## src/design/sd_spi_init_sequencer_macros.svh

```systemverilog
// ----------------------------------------------------------------------------
// sd_spi_init_sequencer_macros
// assertion macros shared by the sd card spi init sequencer files
// ----------------------------------------------------------------------------
`ifndef SD_SPI_INIT_SEQUENCER_MACROS_SVH
`define SD_SPI_INIT_SEQUENCER_MACROS_SVH

`ifndef NO_ASSERTIONS

// same-cycle implication, checked out of reset
`define SDI_ASSERT_NOW(lbl, clk, rst, ante, cons) \
   lbl: assert property (@(posedge clk) disable iff (rst) (ante) |-> (cons)) \
      else $error("sdinit check failed");

// next-cycle implication, checked out of reset
`define SDI_ASSERT_NEXT(lbl, clk, rst, ante, cons) \
   lbl: assert property (@(posedge clk) disable iff (rst) (ante) |=> (cons)) \
      else $error("sdinit check failed");

`else

`define SDI_ASSERT_NOW(lbl, clk, rst, ante, cons)
`define SDI_ASSERT_NEXT(lbl, clk, rst, ante, cons)

`endif

`endif

```

## src/design/sdinit_pkg.sv

```systemverilog
// ----------------------------------------------------------------------------
// sdinit_pkg
// types, codes and precomputed command frames for the sd spi init sequencer
// ----------------------------------------------------------------------------
package sdinit_pkg;

   localparam int unsigned BAUD_W  = 8;
   localparam int unsigned LIMIT_W = 12;
   localparam int unsigned COUNT_W = 13;
   localparam int unsigned CSR_IDX_W = 2;
   localparam int unsigned CSR_DATA_W = 12;
   localparam int unsigned FRAME_W = 48;
   localparam int unsigned TRAILER_W = 32;

   // register indexes
   localparam logic [CSR_IDX_W-1:0] CSR_BAUD_REDUCTION = 2'd0;
   localparam logic [CSR_IDX_W-1:0] CSR_RESET_LIMIT    = 2'd1;
   localparam logic [CSR_IDX_W-1:0] CSR_VOLTAGE_LIMIT  = 2'd2;
   localparam logic [CSR_IDX_W-1:0] CSR_READY_LIMIT    = 2'd3;

   // register reset values
   localparam logic [BAUD_W-1:0]  BAUD_RESET          = 8'd0;
   localparam logic [LIMIT_W-1:0] RESET_LIMIT_RESET   = 12'd1024;
   localparam logic [LIMIT_W-1:0] VOLTAGE_LIMIT_RESET = 12'd3;
   localparam logic [LIMIT_W-1:0] READY_LIMIT_RESET   = 12'd2500;

   // result status codes
   localparam logic [1:0] STATUS_SEND    = 2'd0;
   localparam logic [1:0] STATUS_DONE    = 2'd1;
   localparam logic [1:0] STATUS_FAIL    = 2'd2;
   localparam logic [1:0] STATUS_IGNORED = 2'd3;

   // input mode codes
   localparam logic MODE_START    = 1'b0;
   localparam logic MODE_RESPONSE = 1'b1;

   localparam logic [BAUD_W-1:0]    SLOW_DIVISOR = 8'd149;
   localparam logic [7:0]           R1_IDLE      = 8'h01;
   localparam logic [TRAILER_W-1:0] VHS_PATTERN  = 32'h0000_01AA;
   localparam logic [TRAILER_W-1:0] HCS_ARG      = 32'h4000_0000;
   localparam logic [TRAILER_W-1:0] BLOCK_LENGTH = 32'd512;
   localparam logic [6:0]           CRC7_POLY    = 7'h09;

   typedef struct packed {
      logic [BAUD_W-1:0]  baud_reduction;
      logic [LIMIT_W-1:0] reset_retry_limit;
      logic [LIMIT_W-1:0] voltage_retry_limit;
      logic [LIMIT_W-1:0] ready_retry_limit;
   } cfg_type;

   typedef struct packed {
      logic [1:0]         status;
      logic [FRAME_W-1:0] command_frame;
      logic               expects_trailer;
      logic [BAUD_W-1:0]  clock_divisor;
   } rsp_type;

   // frame with crc7 over the five leading bytes, msb first
   function automatic logic [FRAME_W-1:0] make_frame(input logic [5:0] index,
                                                     input logic [31:0] arg);
      logic [39:0] msg;
      logic [6:0]  crc;
      logic        fb;
      msg = {2'b01, index, arg};
      crc = '0;
      for (int i = 39; i >= 0; i--) begin
         fb  = crc[6] ^ msg[i];
         crc = {crc[5:0], 1'b0} ^ (fb ? CRC7_POLY : 7'h00);
      end
      return {msg, crc, 1'b1};
   endfunction

   localparam logic [FRAME_W-1:0] FRAME_CMD0   = make_frame(6'd0, 32'd0);
   localparam logic [FRAME_W-1:0] FRAME_CMD8   = make_frame(6'd8, VHS_PATTERN);
   localparam logic [FRAME_W-1:0] FRAME_CMD59  = make_frame(6'd59, 32'd1);
   localparam logic [FRAME_W-1:0] FRAME_CMD55  = make_frame(6'd55, 32'd0);
   localparam logic [FRAME_W-1:0] FRAME_ACMD41 = make_frame(6'd41, HCS_ARG);
   localparam logic [FRAME_W-1:0] FRAME_CMD58  = make_frame(6'd58, 32'd0);
   localparam logic [FRAME_W-1:0] FRAME_CMD16  = make_frame(6'd16, BLOCK_LENGTH);

endpackage

```

## src/design/sdinit_step.sv

```systemverilog
// ----------------------------------------------------------------------------
// sdinit_step
// init phase tracking, retry counting and result formation for one beat
// ----------------------------------------------------------------------------
`include "sd_spi_init_sequencer_macros.svh"

module sdinit_step (
   input  logic                             clock,
   input  logic                             reset,
   input  logic                             fire,
   input  logic                             mode,
   input  logic [7:0]                       r1_byte,
   input  logic [sdinit_pkg::TRAILER_W-1:0] trailer_word,
   input  sdinit_pkg::cfg_type              cfg,
   output sdinit_pkg::rsp_type              rsp
);

   typedef enum logic [2:0] {
      PH_IDLE, PH_CMD0, PH_CMD8, PH_CMD59, PH_CMD55, PH_ACMD41, PH_CMD58, PH_CMD16
   } phase_type;

   phase_type                          phase_ff, phase_in;
   logic [sdinit_pkg::COUNT_W-1:0]     count_ff, count_in, count_inc;
   logic                               fast_ff, fast_in;
   logic                               do_issue, do_retry, retry_fail;
   phase_type                          issue_ph;
   logic [sdinit_pkg::LIMIT_W-1:0]     retry_limit;
   logic [1:0]                         finish_status;
   logic [sdinit_pkg::BAUD_W-1:0]      fast_div;
   logic                               r1_bad;

   assign count_inc = count_ff + 1'b1;
   assign r1_bad    = r1_byte > sdinit_pkg::R1_IDLE;
   assign fast_div  = (cfg.baud_reduction == '1) ? '1 : cfg.baud_reduction + 1'b1;
   assign retry_fail = count_inc > {1'b0, retry_limit};

   always_comb begin
      phase_in      = phase_ff;
      count_in      = count_ff;
      fast_in       = fast_ff;
      do_issue      = 1'b0;
      do_retry      = 1'b0;
      issue_ph      = PH_CMD0;
      retry_limit   = cfg.reset_retry_limit;
      finish_status = sdinit_pkg::STATUS_IGNORED;

      if (mode == sdinit_pkg::MODE_START) begin
         count_in = '0;
         fast_in  = 1'b0;
         do_issue = 1'b1;
         issue_ph = PH_CMD0;
      end else begin
         unique case (phase_ff)
            PH_CMD0: begin
               if (r1_byte == sdinit_pkg::R1_IDLE) begin
                  count_in = '0;
                  do_issue = 1'b1;
                  issue_ph = PH_CMD8;
               end else begin
                  do_retry = 1'b1;
                  issue_ph = PH_CMD0;
               end
            end
            PH_CMD8: begin
               retry_limit = cfg.voltage_retry_limit;
               if (r1_byte == sdinit_pkg::R1_IDLE && trailer_word == sdinit_pkg::VHS_PATTERN) begin
                  do_issue = 1'b1;
                  issue_ph = PH_CMD59;
               end else begin
                  do_retry = 1'b1;
                  issue_ph = PH_CMD8;
               end
            end
            PH_CMD59: begin
               if (r1_bad) begin
                  finish_status = sdinit_pkg::STATUS_FAIL;
               end else begin
                  count_in = '0;
                  do_issue = 1'b1;
                  issue_ph = PH_CMD55;
               end
            end
            PH_CMD55: begin
               retry_limit = cfg.ready_retry_limit;
               issue_ph    = r1_bad ? PH_CMD55 : PH_ACMD41;
               do_retry    = r1_bad;
               do_issue    = !r1_bad;
            end
            PH_ACMD41: begin
               retry_limit = cfg.ready_retry_limit;
               if (r1_byte == 8'h00) begin
                  fast_in  = 1'b1;
                  do_issue = 1'b1;
                  issue_ph = PH_CMD58;
               end else begin
                  do_retry = 1'b1;
                  issue_ph = PH_CMD55;
               end
            end
            PH_CMD58: begin
               if (r1_bad) begin
                  finish_status = sdinit_pkg::STATUS_FAIL;
               end else begin
                  do_issue = 1'b1;
                  issue_ph = PH_CMD16;
               end
            end
            PH_CMD16: begin
               finish_status = r1_bad ? sdinit_pkg::STATUS_FAIL : sdinit_pkg::STATUS_DONE;
            end
            PH_IDLE: begin
               finish_status = sdinit_pkg::STATUS_IGNORED;
            end
         endcase
      end

      // a failed attempt either retries or ends the init
      if (do_retry) begin
         count_in = count_inc;
         if (retry_fail) begin
            finish_status = sdinit_pkg::STATUS_FAIL;
         end else begin
            do_issue = 1'b1;
         end
      end

      phase_in = do_issue ? issue_ph : PH_IDLE;

      rsp.clock_divisor   = fast_in ? fast_div : sdinit_pkg::SLOW_DIVISOR;
      rsp.status          = do_issue ? sdinit_pkg::STATUS_SEND : finish_status;
      rsp.command_frame   = '0;
      rsp.expects_trailer = 1'b0;
      if (do_issue) begin
         unique case (issue_ph)
            PH_CMD0:   rsp.command_frame = sdinit_pkg::FRAME_CMD0;
            PH_CMD8: begin
               rsp.command_frame   = sdinit_pkg::FRAME_CMD8;
               rsp.expects_trailer = 1'b1;
            end
            PH_CMD59:  rsp.command_frame = sdinit_pkg::FRAME_CMD59;
            PH_CMD55:  rsp.command_frame = sdinit_pkg::FRAME_CMD55;
            PH_ACMD41: rsp.command_frame = sdinit_pkg::FRAME_ACMD41;
            PH_CMD58: begin
               rsp.command_frame   = sdinit_pkg::FRAME_CMD58;
               rsp.expects_trailer = 1'b1;
            end
            PH_CMD16:  rsp.command_frame = sdinit_pkg::FRAME_CMD16;
            PH_IDLE:   rsp.command_frame = '0;
         endcase
      end
   end

   always_ff @(posedge clock) begin
      if (reset) begin
         phase_ff <= PH_IDLE;
         count_ff <= '0;
         fast_ff  <= 1'b0;
      end else if (fire) begin
         phase_ff <= phase_in;
         count_ff <= count_in;
         fast_ff  <= fast_in;
      end
   end

   // a failure past the limit ends the loop, so the count never goes past limit + 1
   `SDI_ASSERT_NOW(a_count_bound, clock, reset, 1'b1,
                   count_ff <= (sdinit_pkg::COUNT_W)'(13'd4096))
   `SDI_ASSERT_NEXT(a_start_restarts, clock, reset, fire && mode == sdinit_pkg::MODE_START,
                    phase_ff == PH_CMD0 && count_ff == '0 && !fast_ff)
   `SDI_ASSERT_NEXT(a_fast_from_acmd41, clock, reset, !fast_ff,
                    !fast_ff || $past(phase_ff) == PH_ACMD41)

endmodule

```

## src/design/sd_spi_init_sequencer.sv

```systemverilog
// SD card SPI-mode init sequencer. A beat with mode 0 starts (or restarts) the
// sequence and answers with the CMD0 frame; each later beat carries the card's
// R1 and trailer for the last command and answers with the next frame or with
// a done / fail status. Throughput is one beat per clock while rsp_ready is
// high; each beat passes the input register, then the result register, where
// phase, retry count and clock select are updated. The input register, when
// empty, takes a new beat while a result still waits on rsp_ready. Registers
// are written with csr_we and must be changed only while no beat is in flight.
// ----------------------------------------------------------------------------
// sd_spi_init_sequencer
// top level: csr bank, input register, result register and step logic
// ----------------------------------------------------------------------------
`include "sd_spi_init_sequencer_macros.svh"

module sd_spi_init_sequencer (
   input  logic                                clock,
   input  logic                                reset,
   input  logic                                req_valid,
   output logic                                req_ready,
   input  logic                                req_mode,
   input  logic [7:0]                          req_r1_byte,
   input  logic [sdinit_pkg::TRAILER_W-1:0]    req_trailer_word,
   output logic                                rsp_valid,
   input  logic                                rsp_ready,
   output logic [1:0]                          rsp_status,
   output logic [sdinit_pkg::FRAME_W-1:0]      rsp_command_frame,
   output logic                                rsp_expects_trailer,
   output logic [sdinit_pkg::BAUD_W-1:0]       rsp_clock_divisor,
   input  logic                                csr_we,
   input  logic [sdinit_pkg::CSR_IDX_W-1:0]    csr_index,
   input  logic [sdinit_pkg::CSR_DATA_W-1:0]   csr_wdata
);

   sdinit_pkg::cfg_type               cfg_ff;
   logic                              in_valid_ff;
   logic                              in_mode_ff;
   logic [7:0]                        in_r1_ff;
   logic [sdinit_pkg::TRAILER_W-1:0]  in_trailer_ff;
   logic                              out_valid_ff;
   sdinit_pkg::rsp_type               out_rsp_ff, out_rsp_in;
   logic                              advance;

   assign advance   = in_valid_ff && (!out_valid_ff || rsp_ready);
   assign req_ready = !in_valid_ff || advance;

   always_ff @(posedge clock) begin
      if (reset) begin
         cfg_ff.baud_reduction      <= sdinit_pkg::BAUD_RESET;
         cfg_ff.reset_retry_limit   <= sdinit_pkg::RESET_LIMIT_RESET;
         cfg_ff.voltage_retry_limit <= sdinit_pkg::VOLTAGE_LIMIT_RESET;
         cfg_ff.ready_retry_limit   <= sdinit_pkg::READY_LIMIT_RESET;
      end else if (csr_we) begin
         unique case (csr_index)
            sdinit_pkg::CSR_BAUD_REDUCTION:
               cfg_ff.baud_reduction <= csr_wdata[sdinit_pkg::BAUD_W-1:0];
            sdinit_pkg::CSR_RESET_LIMIT:   cfg_ff.reset_retry_limit   <= csr_wdata;
            sdinit_pkg::CSR_VOLTAGE_LIMIT: cfg_ff.voltage_retry_limit <= csr_wdata;
            sdinit_pkg::CSR_READY_LIMIT:   cfg_ff.ready_retry_limit   <= csr_wdata;
         endcase
      end
   end

   always_ff @(posedge clock) begin
      if (reset) begin
         in_valid_ff  <= 1'b0;
         out_valid_ff <= 1'b0;
      end else begin
         if (req_ready) begin
            in_valid_ff <= req_valid;
         end
         if (advance) begin
            out_valid_ff <= 1'b1;
         end else if (rsp_ready) begin
            out_valid_ff <= 1'b0;
         end
      end
   end

   always_ff @(posedge clock) begin
      if (req_valid && req_ready) begin
         in_mode_ff    <= req_mode;
         in_r1_ff      <= req_r1_byte;
         in_trailer_ff <= req_trailer_word;
      end
      if (advance) begin
         out_rsp_ff <= out_rsp_in;
      end
   end

   sdinit_step u_step (
      .clock        (clock),
      .reset        (reset),
      .fire         (advance),
      .mode         (in_mode_ff),
      .r1_byte      (in_r1_ff),
      .trailer_word (in_trailer_ff),
      .cfg          (cfg_ff),
      .rsp          (out_rsp_in)
   );

   assign rsp_valid           = out_valid_ff;
   assign rsp_status          = out_rsp_ff.status;
   assign rsp_command_frame   = out_rsp_ff.command_frame;
   assign rsp_expects_trailer = out_rsp_ff.expects_trailer;
   assign rsp_clock_divisor   = out_rsp_ff.clock_divisor;

   // only a command beat carries a frame
   `SDI_ASSERT_NOW(a_frame_only_on_send, clock, reset,
                   out_valid_ff && out_rsp_ff.status != sdinit_pkg::STATUS_SEND,
                   out_rsp_ff.command_frame == '0 && !out_rsp_ff.expects_trailer)
   `SDI_ASSERT_NOW(a_ready_low_only_when_full, clock, reset, !req_ready,
                   in_valid_ff && out_valid_ff && !rsp_ready)
   `SDI_ASSERT_NEXT(a_input_held_when_stalled, clock, reset, in_valid_ff && !advance,
                    in_valid_ff && $stable(in_r1_ff) && $stable(in_mode_ff))

endmodule
```

## config.mk

```make
export PLATFORM = sky130hd
export DESIGN_NAME = sd_spi_init_sequencer
export DESIGN_NICKNAME = d
export VERILOG_FILES = /design/src/design/sdinit_pkg.sv /design/src/design/sdinit_step.sv /design/src/design/sd_spi_init_sequencer.sv
export VERILOG_INCLUDE_DIRS = /design/src /design/src/design
export SDC_FILE = /design/constraint.sdc
export NUM_CORES = 1
export LEC_CHECK = 0
export ABC_AREA = 1
export BUFFER_PORTS_ARGS = -buffer_cell sky130_fd_sc_hd__clkbuf_2
export CELL_PAD_IN_SITES_DETAIL_PLACEMENT = 0
export CELL_PAD_IN_SITES_GLOBAL_PLACEMENT = 1
export CORE_MARGIN = 2
export CORE_UTILIZATION = 42
export CTS_CLUSTER_SIZE = 20
export DETAILED_ROUTE_END_ITERATION = 12
export GPL_ROUTABILITY_DRIVEN = 0
export GPL_TIMING_DRIVEN = 0
export HOLD_SLACK_MARGIN = 0.15
export PLACE_DENSITY_LB_ADDON = 0.08
export SYNTH_ARGS = -nofsm -noshare
export SYNTH_HDL_FRONTEND = slang
export SYNTH_SLANG_ARGS = --single-unit
```

## constraint.sdc

```tcl
create_clock -name clock -period 3.3 [get_ports clock]
set_input_delay 0.66 -clock clock [delete_from_list [all_inputs] [get_ports clock]]
set_output_delay 0.66 -clock clock [all_outputs]
set_load 0.05 [all_outputs]
```

# == After elaboration in Yosys (flattened, before gate mapping) ==
# Index checks and enable logic that the tools add are counted.
# classes
n_addsub,2
n_mux,43
n_bitwise,1
n_eq_ne,23
n_lt_le_gt_ge,2
n_reduce_logical,21
# ops
op,count
48-bit case mux with 8 select lines,1
13-bit 2-to-1 mux,4
32-bit by 9-bit equality test with 1-bit output (second input constant),1
13-bit case mux with 2 select lines,1
3-bit equality test (second input constant),8
12-bit case mux with 2 select lines,1
1-bit 2-to-1 mux,20
3-bit case mux with 6 select lines,1
13-bit by 1-bit adder with 13-bit output (second input constant),1
13-bit by 12-bit > comparator with 1-bit output,1
3-bit by 2-bit equality test with 1-bit output (second input constant),4
12-bit 2-to-1 mux,1
2-bit 2-to-1 mux,6
3-bit 2-to-1 mux,4
8-bit by 1-bit adder with 8-bit output (second input constant),1
8-bit by 1-bit equality test with 1-bit output (second input constant),1
8-bit equality test (second input constant),1
8-bit by 1-bit > comparator with 1-bit output (second input constant),1
8-bit logical NOT,1
2-bit AND reduction,4
2-bit OR reduction,4
7-bit 2-to-1 mux,1
3-bit by 1-bit equality test with 1-bit output (second input constant),2
1-bit case mux with 5 select lines,1
15 further kinds,21
# word_totals
regBits,163
output_inout_bits,61

# == Logic depth before layout (Yosys ltp) ==
# Gate-level depths: netlist of run 1.
# depth
word_depth,8
mapped_depth,21
mapped_depth_nobuf,19

# == Modules after synthesis ==
# Synthesis of run 1 repeated with hierarchy kept, for this count alone.
# unflattened
hier_cells,834
area_unflattened_um2,7547.2
# modules_own_cells
module,seq_area_each_um2,cells_each,n_inst,area_per_inst_um2
sd_spi_init_sequencer,3923.8,383,1,4874.7
sdinit_step,340.3,451,1,2672.6

# == Worst setup path after synthesis of run 1 ==
# No wires, ideal clock.
# synth_path
path_kind,register to register
start,register u_step.phase_ff[1]
end,"register out_rsp_ff (netlist bit rsp_status[1]), data pin"
setup_ps,253
stages_incl_launch_ff,18
period_less_slack_ps,2655
slack_ps,645
arrival_ps,2402
cell_sequence,dfxtp_1 -> buf_6 -> inv_4 -> nand2_1 -> buf_4 -> nand2_1 -> nand2_1 -> buf_2 -> mux2i_1 -> ha_1 -> nand2_1 -> nor3_1 -> nand4_1 -> a21oi_2 -> nand2_1 -> nand2_2 -> buf_6 -> nor2_1
# synth_between
elab_chain_len,7
word_cells_on_any_way,22
cone_classes,order compare (1); eq/ne (7); mux (12); reduce/logical (2)
# synth_rtl
element,line_no,rtl
start: declaration,sdinit_step.sv:22,"phase_type phase_ff, phase_in;"
start signal: assignment,sdinit_step.sv:159,phase_ff <= phase_in;
3-bit equality test,sdinit_step.sv:53,unique case (phase_ff)
2-bit OR reduction (no source line),--,
12-bit case mux with 2 select lines,sdinit_step.sv:53,
12-bit 2-to-1 mux,sdinit_step.sv:47,if (mode == sdinit_pkg::MODE_START) begin
13-bit by 12-bit > comparator with 1-bit output,sdinit_step.sv:35,"assign retry_fail = count_inc > {1'b0, retry_limit};"
2-bit 2-to-1 mux or 1-bit 2-to-1 mux (tied branches),sdinit_step.sv:120,if (retry_fail) begin
2-bit 2-to-1 mux or 1-bit 2-to-1 mux (tied branches),sdinit_step.sv:118,if (do_retry) begin
end signal: assignment,sd_spi_init_sequencer.sv:86,out_rsp_ff <= out_rsp_in;
end: declaration,sd_spi_init_sequencer.sv:40,"sdinit_pkg::rsp_type out_rsp_ff, out_rsp_in;"
# Several ways; a longest one is shown, not always the timed one.
# A chain may end at the register's enable or synchronous reset.

# == Final worst setup path of run 1 ==
# Ends and elaborated chain as after synthesis.

==> results of run 1 <==
## metrics by stage
stage	hold slack (ns)	instance area [µm²]	instances
after detailed placement	0.4433	7081	1008
after global placement	0.4346	7039	1006
after global routing	0.3997	7646	1040
after CTS	0.4016	7631	1040
final	0.4239	7646	1040
after floorplan	0.4245	6339	728
## synth_stat cells (2+ instances only)
library cell / n / share of area, %
nand2_1: 119 / 7.1
nor2_1: 82 / 4.9
inv_1: 74 / 4.4
edfxtp_1: 69 / 33
dfxtp_1: 63 / 20
o21ai_0: 47 / 3.8
a21oi_1: 46 / 3.7
buf_4: 34 / 4.1
nand3_1: 34 / 2.7
nand4_1: 18 / 1.8
clkbuf_1: 16 / 0.96
ha_1: 14 / 2.8
mux2i_1: 11 / 1.8
nand2_2: 9 / 0.90
nor3_1: 9 / 0.72
xor2_1: 7 / 0.98
inv_2: 6 / 0.36
nor2_2: 6 / 0.60
o22ai_1: 5 / 0.50
xnor2_1: 4 / 0.56
a31oi_1: 3 / 0.30
buf_6: 3 / 0.54
clkinv_1: 3 / 0.18
nor2_4: 3 / 0.54
a21oi_2: 2 / 0.28
buf_2: 2 / 0.16
nand3b_1: 2 / 0.24
o21ai_1: 2 / 0.16
## per-layer routing
metal / vias to the layer above / track usage (%)
li1: 2561 / -
met1: 2283 / 23.52
met2: 129 / 30.46
met3: 2 / 3.866
met4: 0 / 6.206
met5: - / 0
## where the power goes
part           leakage (nW)  total [W]  switching, W  internal [W]
logic                  1.98   0.000464      0.000325      0.000139
clock network         0.265    0.00176      0.000665       0.00110
registers              1.16    0.00184     0.0000305       0.00181
## sequential cells by signal, indices dropped and copies added (netlist names)
name / cells
cfg_ff: 44
in_mode_ff: 1
in_trailer_ff: 32
in_r1_ff: 8
rsp_command_frame: 17
u_step.phase_ff: 3
in_valid_ff: 1
rsp_valid: 1
u_step.count_ff: 13
u_step.fast_ff: 1
rsp_status: 2
rsp_expects_trailer: 1
rsp_clock_divisor: 8
## final cells by class
class | instances | area [µm²] | share of cell area [%]
multi-input combinational | 457 | 2336 | 30.55
tap | 184 | 230.2 | 3.011
inverter | 84 | 317.8 | 4.156
sequential | 132 | 3333 | 43.59
timing repair buffer | 96 | 510.5 | 6.676
clock buffer | 20 | 436.7 | 5.711
buffer | 55 | 367.9 | 4.811
clock inverter | 12 | 113.9 | 1.489
## layout by cell type, fill, tap and decap left out, drive strengths merged, types with 10 or more instances in the layout
cell / n
a21oi: 49
buf: 41
clkbuf: 130
clkinv: 12
conb: 25
dfxtp: 63
edfxtp: 69
ha: 14
inv: 81
mux2i: 11
nand2: 129
nand3: 35
nand4: 18
nor2: 91
nor3: 10
o21ai: 50
## worst paths after layout
check / startpoint / end / slack (ns) / cells after the start
worst max-delay path: u_step.phase_ff[1] / rsp_status[1] / 0.24 / 20
worst min-delay path: req_trailer_word[5] / in_trailer_ff[5] / 0.42 / 1
worst max register to register: u_step.phase_ff[1] / rsp_status[1] / 0.24 / 20
worst min register to register: cfg_ff[23] / cfg_ff[23] / 0.45 / 2
## repair_timing
| action | 4_1_cts | 5_1_grt |
|---|---|---|
| hold buffers | 0 | 0 |
| resized for setup | 0 | 9 |
| setup endpoints to repair | 0 | 19 |
| hold endpoints to repair | 0 | 0 |
## kinds of logic (layout without fill, tap and decap cells)
kind of cell,count (synthesis),count (layout)
adders and majority gates,14,14
AOI/OAI and AO/OA,109,109
other,1,25
and+or+nand+nor,287,287
xor gates and xnor gates,11,11
DFF,132,132
muxes,11,11
buffers and inverters,139,267
==> flow_summary.toml, run 1 <==
[clocking]
cts_sinks = 132
cts_root_buffer = "clkbuf_16"
worstSkewPairLatency_ns = 0.41
cts_buffer_depth = 2
cts_tree = "built"
cts_setup_buffers = 0
cts_made_buffers = 17
clk_pin_slew_worst_paths_ns = 0.06
htree_levels = 4

[yosys]
synthMuxAreaShare_pct = 1.762
synthXorXnorAreaFrac_pct = 1.542
synth-simple-area-share_pct = 20.30
synth_cells = 704
ys_seq_area_share_pct = 53.34
ys_seq_elements = 132
synth_cell_type_count = 39
async_flop_share_pct = 0
synth_edf_count = 69
synth_top_family_by_area = "simple AND/OR/NAND/NOR gates"
synth_area_um2 = 6248
synthAdderAreaFrac_pct = 2.803
synth.avg_cell_area_um2 = 8.876
synth_compound_area_share_pct = 9.351
yosysWarnings = 0
synth_flop_cell = "edfxtp_1"

[cells_and_area]
n_antenna_cell = 0
fill_cells = 1357
drive_above_1_share_pct = 22.78
nets = 917
syn_to_final_growth_pct = 22.37
utilization_pct = 52.61

[worst_setup_path]
required_ns = 3.46
max_stage_delay_ns = 0.33
worst-endpoint-arrival_ns = 3.23
crit_slowest_cell = "dfxtp_1"
crit_family = "simple AND/OR/NAND/NOR gates"
crit_buf_inv = 5
path_common_cell = "nand2_1"
cp_cell_sequence = "buf_6, inv_4, nand2_1, buf_4, nand2_1, nand2_1, buf_6, mux2i_2, ha_1, nand2_1, nand2_1, nand2_1, nand2_1, a21oi_1, nand2_1, a21oi_2, nand2_1, nand2_2, buf_6, nor2_1"
path_class = "flip-flop to flip-flop"
cp_max_fo = 10
cp-start-kind = "flip-flop"
crit_path_end_kind = "flip-flop"

[floorplan]
coreArea_um2 = 14530
die_w_um = 126.0
ios = 121
start_util_pct = 42.99
die_y_um = 126.0
row_count = 44
die_area_um2 = 15870

[timing]
setup_ws_ns = 0.2364
worst_slew_pin_slew_ns = 0.6110
fin_setup_tns_ns = 0
grt_setup_unrepaired = "false"
slew_violations = 0
hold_viol = 0
fin_crit_ns = 3.064
max_freq_mhz = 326.4
fin_crit_sh_pct = 92.84
fin_skew_ns = 0.005993
relSlewSlack_pct = 59.22
setup_viol = 0

[detailed_routing]
wire_per_inst_um = 13.45
drt_pass1_iterations = 4
top_layer = "met4"
routed_wl_um = 13990
drcViolationCount = 0
antenna_left = 0
viasPerCell = 4.784
drtIter0Drc = 291
wirelength_met1_um = 6470
wl_met3_um = 753
wl_met2_um = 6708
vias = 4975

[global_route]
grt_pass1_vias = 4829
track_usage_pct = 18.20
grt_pass1_wl_um = 22940
grt_max_degree = 33
antenna_found_initial = 0
grt_overflow = 0

[power]
power_per_cell_area_nw_per_um2 = 532.0
p_leak_nw = 3.411
worst_ir_drop_vdd_mv = 0.3263
fin_total_pwr_w = 0.004068

[run_status]
status = "complete, no violations"

[place]
dp_slack_ns = 0.06942
hpwl_um = 10280
portBuffers = 94

[run]
maxCapViolCount = 0

[min_path]
min-delay-path-class = "input pin to flip-flop"
(Power assumes the default switching activity.)
==> inputs of run 2 (changes only) <==
- HOLD_SLACK_MARGIN: 0.15 -> 0.12
- REMOVE_ABC_BUFFERS: default -> 1
==> run 2 against run 1 <==
Effect of this change:
- maximum frequency rose by 0.44%
- count of clock-buffer cells in the layout fell by 2
- utilization fell by 1.6 points
- flip-flop and latch count did not move
- clock skew rose by 0.010 ns
- register-to-register slack barely moved
- power rose by 4.0%
- clock power rose by 11%
- sequential power barely moved
- worst setup slack improved by 0.014 ns
- die area did not move
- highest routed layer unchanged
==> flow_summary.toml, run 2 (synthesized netlist as in run 1, its figures left out) <==
[run_status]
status = "complete, no violations"

[cells_and_area]
max_flop_register = "cfg_ff"
n_antenna_cell = 0
drive_above_1_share_pct = 21.09
final_cell_count_no_fill = 990
final_cell_mix = "nand2_1, clkbuf_2, nor2_1"
largest_reg_flops = 44
fill_cells = 1408
nets = 867
utilization_pct = 50.97
syn_to_final_growth_pct = 18.56
final_common_cell = "nand2_1"

[detailed_routing]
drtIter0Drc = 315
wire_per_inst_um = 13.45
drcViolationCount = 0
viasPerCell = 4.804
routed_wl_um = 13310
vias = 4756
antenna_left = 0
drt_pass1_iterations = 4

[timing]
worst_slew_pin_slew_ns = 1.235
fin_crit_ns = 3.050
grt_setup_unrepaired = "false"
hold_viol = 0
relSlewSlack_pct = 17.61
max_freq_mhz = 327.9
setup_viol = 0
fin_crit_sh_pct = 92.43
slew_violations = 0
fin_skew_ns = 0.01633

[power]
worst_ir_drop_vdd_mv = 0.3271
power_per_cell_area_nw_per_um2 = 571.0
p_leak_nw = 3.254

[clocking]
worstSkewPairLatency_ns = 0.42
cts_buffer_depth = 2
cts_made_buffers = 17
cts_tree = "built"
cts_sinks = 132
clk_pin_slew_worst_paths_ns = 0.06
htree_levels = 4
cts_root_buffer = "clkbuf_16"

[global_route]
grt_pass1_wl_um = 22270
grt_pass1_vias = 4617
antenna_found_initial = 0
grt_max_degree = 48
track_usage_pct = 17.67
grt_overflow = 0

[floorplan]
die_w_um = 126.0
ios = 121
die_y_um = 126.0
coreArea_um2 = 14530
start_util_pct = 42.99
die_area_um2 = 15870
row_count = 44

[worst_setup_path]
worst-endpoint-arrival_ns = 3.21
cp_max_fo = 20
cp-start-kind = "flip-flop"
required_ns = 3.46
crit_path_end_kind = "flip-flop"
path_class = "flip-flop to flip-flop"

[place]
hpwl_um = 9163
placedCellCount = 952
portBuffers = 95

[min_path]
min-delay-path-class = "input pin to flip-flop"

[run]
maxCapViolCount = 0
## run 2: stage by stage
| stage | setup slack (ns) | area (µm²) | total power [W] | TNS, ns | hold slack, ns |
|---|---|---|---|---|---|
| 3_3_place_gp | -0.5413 | 6685 | 0.002280 | -10.46 | 0.4354 |
| 6_report | 0.2499 | 7408 | 0.004230 | 0 | 0.4158 |
| 4_1_cts | 0.06005 | 7317 | 0.004270 | 0 | 0.3911 |
| 3_5_place_dp | -0.5823 | 6686 | 0.002289 | -9.890 | 0.4427 |
| 5_1_grt | 0.01707 | 7408 | 0.004413 | 0 | 0.3913 |
| 2_1_floorplan | 0.3343 | 5979 | 0.002167 | 0 | 0.4266 |
## run 2: worst max-delay path, stage by stage (launching register included)
cell and delay [ns]:
edfxtp_1 0.91, nand2_4 0.26, buf_12 0.21, mux2i_1 0.13, ha_1 0.28, nand3_1 0.10
nor3_2 0.21, nand2_1 0.07, nand2_1 0.08, a21oi_2 0.05, nand2_1 0.10, nand2_4 0.10
buf_12 0.15, and3_1 0.14
## run 2: worst paths after layout
check | start | endpoint | slack [ns] | depth (start not counted)
worst max-delay path | in_mode_ff | rsp_command_frame[42] | 0.25 | 13
worst min-delay path | req_trailer_word[1] | in_trailer_ff[1] | 0.42 | 1
worst max register to register | in_mode_ff | rsp_command_frame[42] | 0.25 | 13
worst min register to register | cfg_ff[1] | cfg_ff[1] | 0.45 | 2
## run 2: where the power goes
| group | switching, W | internal, W | leakage, nW |
|---|---|---|---|
| registers | 0.0000380 | 0.00181 | 1.17 |
| logic | 0.000310 | 0.000109 | 1.79 |
| clock network | 0.000702 | 0.00126 | 0.296 |
## run 2: routing by layer
metal | wire [µm] | track usage, % | part of all wire, %
met1 | 6338 | 23.30 | 48
met2 | 6309 | 27.96 | 47
met4 | 119 | 7.563 | 0.89
met3 | 544 | 4.163 | 4.1
met5 | 0 | 0 | 0
## run 2: final cells by class
class                   count  area, µm²  area share [%]
clock buffers              18      429.2           5.793
repair buffers            101      545.5           7.364
inverters                  84      321.6           4.340
clock inverters            14      183.9           2.483
multi-input cells         457       2357           31.82
well taps                 184      230.2           3.108
flip-flops and latches    132       3341           45.09
## run 2: timing repair
item | CTS | global route
endpoints found under the setup margin | 21 | 20
resized for setup | 6 | 6
pin swaps | 0 | 2
setup buffers | 0 | 6
hold buffers | 0 | 0
